==> config.mk <==
export PLATFORM = sky130hd
export DESIGN_NAME = integer_to_ascii_formatter
export DESIGN_NICKNAME = d
export VERILOG_FILES = /design/src/design/itoa_pkg.sv /design/src/design/itoa_cell.sv /design/src/design/integer_to_ascii_formatter.sv
export SDC_FILE = /design/constraint.sdc
export NUM_CORES = 2
export LEC_CHECK = 0
export ABC_AREA = 0
export BUFFER_PORTS_ARGS = -buffer_cell sky130_fd_sc_hd__buf_2
export CORE_MARGIN = 2
export CORE_UTILIZATION = 30
export DETAILED_ROUTE_END_ITERATION = 10
export GPL_TIMING_DRIVEN = 0
export SYNTH_ARGS = -nofsm -noshare
export SYNTH_HDL_FRONTEND = slang
export SYNTH_HIERARCHICAL = 1
export SYNTH_SLANG_ARGS = --single-unit
==> constraint.sdc <==
create_clock -name clk_i -period 25.9 [get_ports clk_i]
set_input_delay 1.295 -clock clk_i [delete_from_list [all_inputs] [get_ports clk_i]]
set_output_delay 1.295 -clock clk_i [all_outputs]
set_load 0.02 [all_outputs]
==> src/design/itoa_pkg.sv <==
// itoa_pkg: shared types, constants and the digit-to-ASCII function for the
// integer-to-ASCII formatter. No dependencies; used by every design file.
package itoa_pkg;

  // Defaults for the top-level parameters
  localparam int DEF_VALUE_BITS  = 64;
  localparam int DEF_SIGNED_BITS = 32;
  localparam int DEF_MAX_RADIX   = 16;

  // Fixed field widths of the stream words
  localparam int VALUE_W     = 64;
  localparam int RADIX_W     = 5;
  localparam int DIGIT_W     = 4;   // digits up to 15 (radix 16) or 9 (decimal)
  localparam int CHAR_W      = 8;
  localparam int IN_TDATA_W  = 72;  // value, radix, upper_case, zero pad
  localparam int TD_RADIX_LSB = VALUE_W;
  localparam int TD_UPPER_BIT = VALUE_W + RADIX_W;

  // Request kinds carried in tuser
  localparam logic REQ_SIGNED   = 1'b0;
  localparam logic REQ_UNSIGNED = 1'b1;

  localparam logic [RADIX_W-1:0] MIN_RADIX = 5'd2;
  localparam logic [RADIX_W-1:0] DEC_RADIX = 5'd10;

  // ASCII codes
  localparam logic [CHAR_W-1:0] CH_ZERO    = 8'h30;
  localparam logic [CHAR_W-1:0] CH_NINE    = 8'h39;
  localparam logic [CHAR_W-1:0] CH_MINUS   = 8'h2D;
  localparam logic [CHAR_W-1:0] CH_LOWER_A = 8'h61;
  localparam logic [CHAR_W-1:0] CH_LOWER_F = 8'h66;
  localparam logic [CHAR_W-1:0] CH_UPPER_A = 8'h41;
  localparam logic [CHAR_W-1:0] CH_UPPER_F = 8'h46;

  // Controls broadcast to every digit cell
  typedef struct packed {
    logic clr;    // start of a new number: zero digits and carries
    logic shift;  // move digits one cell toward the top of the chain
  } cell_ctl_t;

  function automatic logic [CHAR_W-1:0] digit_char(input logic [DIGIT_W-1:0] d,
                                                   input logic upper);
    logic [CHAR_W-1:0] base;
    base = upper ? CH_UPPER_A : CH_LOWER_A;
    if (d < DIGIT_W'(10)) begin
      digit_char = CH_ZERO + CHAR_W'(d);
    end else begin
      digit_char = base + CHAR_W'(d - DIGIT_W'(10));
    end
  endfunction

endpackage

==> src/design/itoa_cell.sv <==
// itoa_cell: one digit cell of the conversion chain. Doubles its digit and
// adds the carry from the cell below, mod radix; registered carry and step.
// Depends on itoa_pkg.
module itoa_cell (
  input  logic                              clk_i,
  input  logic                              rst_ni,
  input  itoa_pkg::cell_ctl_t               ctl_i,
  input  logic [itoa_pkg::RADIX_W-1:0]      radix_i,
  input  logic                              step_i,
  input  logic                              carry_i,
  input  logic [itoa_pkg::DIGIT_W-1:0]      digit_i,
  output logic                              step_o,
  output logic                              carry_o,
  output logic [itoa_pkg::DIGIT_W-1:0]      digit_o
);

  logic [itoa_pkg::DIGIT_W-1:0] digit_q, digit_d;
  logic                         step_q, step_d;
  logic                         carry_q, carry_d;
  logic [itoa_pkg::RADIX_W-1:0] dbl;
  logic [itoa_pkg::RADIX_W-1:0] red;
  logic                         ge;

  // 2*d + c is below 2*radix, so one compare and subtract reduces it
  assign dbl = {digit_q, carry_i};
  assign ge  = (dbl >= radix_i);
  assign red = ge ? (dbl - radix_i) : dbl;

  always_comb begin
    digit_d = digit_q;
    step_d  = step_i;
    carry_d = step_i & ge;
    if (ctl_i.clr) begin
      digit_d = '0;
      step_d  = 1'b0;
      carry_d = 1'b0;
    end else if (ctl_i.shift) begin
      digit_d = digit_i;
    end else if (step_i) begin
      digit_d = red[itoa_pkg::DIGIT_W-1:0];
    end
  end

  always_ff @(posedge clk_i or negedge rst_ni) begin
    if (!rst_ni) begin
      step_q  <= 1'b0;
      carry_q <= 1'b0;
    end else begin
      step_q  <= step_d;
      carry_q <= carry_d;
    end
  end

  always_ff @(posedge clk_i) begin
    digit_q <= digit_d;
  end

  assign step_o  = step_q;
  assign carry_o = carry_q;
  assign digit_o = digit_q;

endmodule

==> src/design/integer_to_ascii_formatter.sv <==
// Integer to ASCII formatter: one number in, its text out one character per word,
// most significant digit first. N = max(VALUE_BITS, SIGNED_BITS) digit cells.
// Steps: conversion through the cell chain, then an optional minus sign, then the
// digit readout walks all N cells (leading zeros are shifted out unprinted);
// output stalls hold the readout. One number at a time. Reset (rst_ni low, async)
// empties the output register and returns to idle.
module integer_to_ascii_formatter #(
  parameter int VALUE_BITS  = itoa_pkg::DEF_VALUE_BITS,
  parameter int SIGNED_BITS = itoa_pkg::DEF_SIGNED_BITS,
  parameter int MAX_RADIX   = itoa_pkg::DEF_MAX_RADIX
) (
  input  logic                               clk_i,
  input  logic                               rst_ni,
  // Input words
  input  logic                               s_axis_tvalid_i,
  output logic                               s_axis_tready_o,
  // [63:0] value, [68:64] radix, [69] upper_case, [71:70] zero
  input  logic [itoa_pkg::IN_TDATA_W-1:0]    s_axis_tdata_i,
  // [0] req_type
  input  logic                               s_axis_tuser_i,
  // Output words
  output logic                               m_axis_tvalid_o,
  input  logic                               m_axis_tready_i,
  // [7:0] char_code
  output logic [itoa_pkg::CHAR_W-1:0]        m_axis_tdata_o,
  // last
  output logic                               m_axis_tlast_o
);

  localparam int NCELL = (VALUE_BITS > SIGNED_BITS) ? VALUE_BITS : SIGNED_BITS;
  localparam int CNT_W = $clog2(2 * NCELL);
  localparam int REM_W = $clog2(NCELL + 1);

  // Sequencer states
  localparam logic [1:0] ST_IDLE = 2'd0;  // waiting for a number
  localparam logic [1:0] ST_CONV = 2'd1;  // bits ripple through the cell chain
  localparam logic [1:0] ST_SIGN = 2'd2;  // emit the minus sign
  localparam logic [1:0] ST_EMIT = 2'd3;  // shift digits out of the top cell

  logic [1:0]       state_q, state_d;
  logic [CNT_W-1:0] cnt_q, cnt_d;
  logic [REM_W-1:0] rem_q, rem_d;
  logic             started_q, started_d;
  logic             neg_q, neg_d;
  logic [NCELL-1:0] mag_q, mag_d;
  logic [itoa_pkg::RADIX_W-1:0] radix_q, radix_d;
  logic             upper_q, upper_d;

  logic                       out_valid_q, out_valid_d;
  logic [itoa_pkg::CHAR_W-1:0] out_char_q, out_char_d;
  logic                       out_last_q, out_last_d;

  logic in_acc;
  logic slot_free;
  logic feed;
  logic lead_zero;
  logic load;
  logic [itoa_pkg::CHAR_W-1:0] load_char;
  logic load_last;
  itoa_pkg::cell_ctl_t ctl;

  // Input field decode
  logic [VALUE_BITS-1:0]        in_uval;
  logic [SIGNED_BITS-1:0]       in_sval;
  logic [SIGNED_BITS-1:0]       in_smag;
  logic                         in_neg;
  logic [itoa_pkg::RADIX_W-1:0] in_radix;
  logic [itoa_pkg::RADIX_W-1:0] in_radix_cl;

  // Chain wiring
  logic                         step_w  [NCELL];
  logic                         carry_w [NCELL];
  logic [itoa_pkg::DIGIT_W-1:0] digit_w [NCELL];
  logic [itoa_pkg::DIGIT_W-1:0] top_digit;

  assign in_acc    = s_axis_tvalid_i & s_axis_tready_o;
  assign slot_free = ~out_valid_q | m_axis_tready_i;

  assign in_uval  = s_axis_tdata_i[VALUE_BITS-1:0];
  assign in_sval  = s_axis_tdata_i[SIGNED_BITS-1:0];
  assign in_neg   = in_sval[SIGNED_BITS-1];
  // Two's complement negate in SIGNED_BITS: the most negative value maps onto
  // its own magnitude, read as unsigned.
  assign in_smag  = in_neg ? ((~in_sval) + SIGNED_BITS'(1)) : in_sval;
  assign in_radix = s_axis_tdata_i[itoa_pkg::TD_RADIX_LSB +: itoa_pkg::RADIX_W];

  always_comb begin
    if (in_radix < itoa_pkg::MIN_RADIX) begin
      in_radix_cl = itoa_pkg::MIN_RADIX;
    end else if (in_radix > itoa_pkg::RADIX_W'(MAX_RADIX)) begin
      in_radix_cl = itoa_pkg::RADIX_W'(MAX_RADIX);
    end else begin
      in_radix_cl = in_radix;
    end
  end

  // Operand registers, loaded on accept; magnitude shifts out MSB first
  always_comb begin
    mag_d   = mag_q;
    neg_d   = neg_q;
    radix_d = radix_q;
    upper_d = upper_q;
    if (in_acc) begin
      if (s_axis_tuser_i == itoa_pkg::REQ_SIGNED) begin
        mag_d   = NCELL'(in_smag);
        neg_d   = in_neg;
        radix_d = itoa_pkg::DEC_RADIX;
      end else begin
        mag_d   = NCELL'(in_uval);
        neg_d   = 1'b0;
        radix_d = in_radix_cl;
      end
      upper_d = s_axis_tdata_i[itoa_pkg::TD_UPPER_BIT];
    end else if (feed) begin
      mag_d = {mag_q[NCELL-2:0], 1'b0};
    end
  end

  assign top_digit = digit_w[NCELL-1];
  // Leading zeros are dropped, but the lowest cell always prints (zero -> "0")
  assign lead_zero = ~started_q && (top_digit == '0) && (rem_q != REM_W'(1));

  // Sequencer
  always_comb begin
    state_d   = state_q;
    cnt_d     = cnt_q;
    rem_d     = rem_q;
    started_d = started_q;
    feed      = 1'b0;
    load      = 1'b0;
    load_char = itoa_pkg::CH_ZERO;
    load_last = 1'b0;
    ctl.clr   = in_acc;
    ctl.shift = 1'b0;
    case (state_q)
      ST_IDLE: begin
        if (in_acc) begin
          state_d = ST_CONV;
          cnt_d   = '0;
        end
      end
      ST_CONV: begin
        // Bits are fed while cnt_q is below N; the state ends once the top cell takes the last bit
        feed  = (cnt_q < CNT_W'(NCELL));
        cnt_d = cnt_q + CNT_W'(1);
        if (cnt_q == CNT_W'(2 * NCELL - 2)) begin
          state_d   = neg_q ? ST_SIGN : ST_EMIT;
          rem_d     = REM_W'(NCELL);
          started_d = 1'b0;
        end
      end
      ST_SIGN: begin
        if (slot_free) begin
          load      = 1'b1;
          load_char = itoa_pkg::CH_MINUS;
          state_d   = ST_EMIT;
        end
      end
      ST_EMIT: begin
        if (lead_zero) begin
          ctl.shift = 1'b1;
          rem_d     = rem_q - REM_W'(1);
        end else if (slot_free) begin
          load      = 1'b1;
          load_char = itoa_pkg::digit_char(top_digit, upper_q);
          load_last = (rem_q == REM_W'(1));
          ctl.shift = 1'b1;
          rem_d     = rem_q - REM_W'(1);
          started_d = 1'b1;
          if (rem_q == REM_W'(1)) begin
            state_d = ST_IDLE;
          end
        end
      end
      default: begin
        state_d = ST_IDLE;
      end
    endcase
  end

  // Output register: holds a finished character while the sink stalls
  always_comb begin
    out_valid_d = out_valid_q;
    out_char_d  = out_char_q;
    out_last_d  = out_last_q;
    if (load) begin
      out_valid_d = 1'b1;
      out_char_d  = load_char;
      out_last_d  = load_last;
    end else if (m_axis_tready_i) begin
      out_valid_d = 1'b0;
    end
  end

  always_ff @(posedge clk_i or negedge rst_ni) begin
    if (!rst_ni) begin
      state_q     <= ST_IDLE;
      cnt_q       <= '0;
      rem_q       <= '0;
      started_q   <= 1'b0;
      neg_q       <= 1'b0;
      out_valid_q <= 1'b0;
    end else begin
      state_q     <= state_d;
      cnt_q       <= cnt_d;
      rem_q       <= rem_d;
      started_q   <= started_d;
      neg_q       <= neg_d;
      out_valid_q <= out_valid_d;
    end
  end

  always_ff @(posedge clk_i) begin
    mag_q      <= mag_d;
    radix_q    <= radix_d;
    upper_q    <= upper_d;
    out_char_q <= out_char_d;
    out_last_q <= out_last_d;
  end

  // Digit cell chain: cell 0 holds the least significant digit. Carries and
  // step tokens move up one cell per cycle; on readout digits move up too.
  for (genvar k = 0; k < NCELL; k++) begin : g_cell
    logic                         step_in;
    logic                         carry_in;
    logic [itoa_pkg::DIGIT_W-1:0] digit_in;

    if (k == 0) begin : g_first
      assign step_in  = feed;
      assign carry_in = feed & mag_q[NCELL-1];
      assign digit_in = '0;
    end else begin : g_next
      assign step_in  = step_w[k-1];
      assign carry_in = carry_w[k-1];
      assign digit_in = digit_w[k-1];
    end

    itoa_cell u_cell (
      .clk_i   (clk_i),
      .rst_ni  (rst_ni),
      .ctl_i   (ctl),
      .radix_i (radix_q),
      .step_i  (step_in),
      .carry_i (carry_in),
      .digit_i (digit_in),
      .step_o  (step_w[k]),
      .carry_o (carry_w[k]),
      .digit_o (digit_w[k])
    );
  end

  assign s_axis_tready_o = (state_q == ST_IDLE);
  assign m_axis_tvalid_o = out_valid_q;
  assign m_axis_tdata_o  = out_char_q;
  assign m_axis_tlast_o  = out_last_q;

endmodule

==> results.md <==
* DR vias at 30300
* Mapped cell area at 36500 um2
* TritonCTS Sinks at 480
* Min-Delay Path Class: reg2reg
* Worst path max stage delay at 0.83 ns
* Final Critical Period at 4.37 ns
* Crit path required time at 26.41 ns
* FMAX at 229 MHz
* TritonCTS clock tree: done
* Cell Chain, Critical Path: inv_1, ha_1, nand2_1, inv_1, clkbuf_1, clkbuf_4, buf_16, buf_16, and2b_1, nor2b_1, a311o_1
* Largest net degree at the start of global routing at 77
* Nets at 4802
* All-Layer GR Usage at 0.138
* Placed insts at 5890
* Leak pwr at 17.5 nW
* # IOs at 88
* Vias in the first global route at 29900
* Power Dens Cells at 86.1 nW/um2
* DRC Markers at 0
* Final hold slack at 0.476 ns
* Critical path's slowest cell: clkbuf_4
* H-Tree Depth at 2
* Sequential power share at 0.308
* M1 GR Usage at 0.189
* Vias/cell at 5.06
* Antenna diode count at 0
* Slew Limit Fails at 0
* Sw frac at 0.396
* Psw at 1.43 mW
* Combinational share of power at 0.455
* CP Capture Type: register
* Cell Count, Final, Fillers Out at 6001
* Fin. Hold Viols at 0
* Post-DR wirelength/cell at 14.6 um
* Die H at 353 um
* Cell area after layout at 42000 um2
* Slew at the pin closest to its max-slew limit at 0.863 ns
* Syn avg cell area at 8.82 um2
* Worst r2r src: state_q[0]
* Clk_skew at 0.0317 ns
* Max FO, Critical Path at 76
* CTS max path bufs at 3
* Layout Utilization at 0.347
* Maxcap violations at 0
* Max-slew headroom at 0.420
* Post-DRT Antenna Nets at 0
* Post-CTS Resized at 0
* Clock-pin slew on the worst setup and hold paths at 0.06 ns
* Status: finished clean
* Length of the first detailed-routing pass in iterations at 7
* Layer with the highest usage: met2
* Worst r2r path cells at 11
* Setup TNS at 0 ns
* Buf/Inv on CP at 6
* Die Footprint at 125000 um2
* First-pass GRT wire length at 149000 um
* Internal reg-to-reg setup slack at 21.53 ns
* Critical R2R Capture: g_cell[24].u_cell/digit_o[0]
* Initial antenna violation count at 0
* Crit path launch type: register
* Peak VDD IR at 60.0 uV
* Die X at 353 um
* Half-perimeter wire length after placement at 63000 um
* Number of port buffers at 84
* Critical path type: reg2reg
* CP delay by family, top: buffers and inverters
* P&R area growth vs syn at 15.1%
* Critical Path AT at 4.87 ns
* RSZ-0062 raised after global routing: no
* Met3 GRT Util at 0.0177
* Placed cell areas at 40000 um2
* Final GP Congestion at 0.796
* Hold path depth at 2
* Drt total wl at 87700 um
* Row cnt at 128
* Clock buffer count from CTS at 59
* Min-delay src: neg_q
* Area of the core at 121000 um2
* Ys Warns at 6
* Setup bufs post-CTS at 0
* Grt met2 use at 0.233
* Hold Path End: neg_q
* Hold-fix buffers, CTS at 0
* Initial Utilization at 0.301
* Synthesized instance count at 4139
* Starting DRT DRC Count at 1530
* Share of power burned in the clock network at 0.237
* Pint at 2.18 mW
* Final Cycle Share at 0.169
* Final setup violation count at 0
* Layout cells sized above 1 at 0.114
* GRT overflow at 0
* Clock root cell: clkbuf_16
* Clk_lat worst skew at 0.64 ns
==> placed cells by master, fill, tap and decap left out, types with 100 or more instances in the layout <==
cell type	count
nor2b_1	174
nor3b_1	193
ha_1	335
xnor2_1	143
o21ai_0	116
a21oi_1	380
dfxtp_1	256
inv_1	529
nor2_1	100
o31ai_1	120
nand2_1	371
dfrtp_1	145
==> sequential cells by signal, indices dropped and copies added, names as in the netlist, 2 cells and up <==
signal,cells
cnt_q,7
mag_q,64
rem_q,7
m_axis_tdata_o,8
g_cell.u_cell/digit_o,256
state_q,2
g_cell.u_cell/carry_o,63
radix_q,5
g_cell.u_cell/step_o,63
==> layout make-up <==
class                   count  area [um2]
multi-input cells        3043       23000
well taps                1625        2030
fillers                 12400       79200
clock inverters            32         374
plain buffers              91         424
repair buffers            122        1400
inverters                 529        1990
flip-flops and latches    480       11100
clock buffers              79        1650
==> power groups by stage <==
stage	clock, mW	combinational, mW	sequential, mW
finish	0.858	1.65	1.11
global route	0.915	1.86	1.14
CTS	0.885	1.66	1.11
detailed placement	0	1.65	1.13
global placement	0	1.62	1.19
floorplan	0	1.26	1.10
==> routing by layer <==
layer / vias to the layer above / share of wire / wire, um
met5: - / 0 / 0
met4: 0 / 0.015 / 1320
met3: 107 / 0.033 / 2900
met2: 394 / 0.46 / 40500
met1: 14500 / 0.49 / 43000
li1: 15300 / - / -
==> how the worst max path moves through the flow <==
stage / from / end / slack (ns) / depth (start not counted)
global route: state_q[0] / g_cell[24].u_cell/digit_o[0] / 21.26 / 11
floorplan: s_axis_tvalid_i / g_cell[18].u_cell/digit_o[1] / 15.78 / 8
global placement: g_cell[63].u_cell/digit_o[1] / rem_q[4] / 5.37 / 7
detailed placement: s_axis_tvalid_i / g_cell[20].u_cell/digit_o[0] / 21.01 / 10
CTS: state_q[0] / g_cell[24].u_cell/digit_o[0] / 21.51 / 11
finish: state_q[0] / g_cell[24].u_cell/digit_o[0] / 21.53 / 11
==> per-stage QoR <==
step | setup slack [ns] | power, mW
2_1_floorplan | 15.78 | 2.37
3_3_place_gp | 5.37 | 2.81
3_5_place_dp | 21.01 | 2.77
4_1_cts | 21.51 | 3.66
5_1_grt | 21.26 | 3.91
6_report | 21.53 | 3.62
==> worst register-to-register path: stages (launching register included) <==
cell and delay, ns:
dfrtp_1 0.43, inv_1 0.11, ha_1 0.34, nand2_1 0.22
inv_1 0.20, clkbuf_1 0.50, clkbuf_4 0.83, buf_16 0.35
buf_16 0.36, and2b_1 0.32, nor2b_1 0.18, a311o_1 0.38
(Power assumes the default switching activity.)
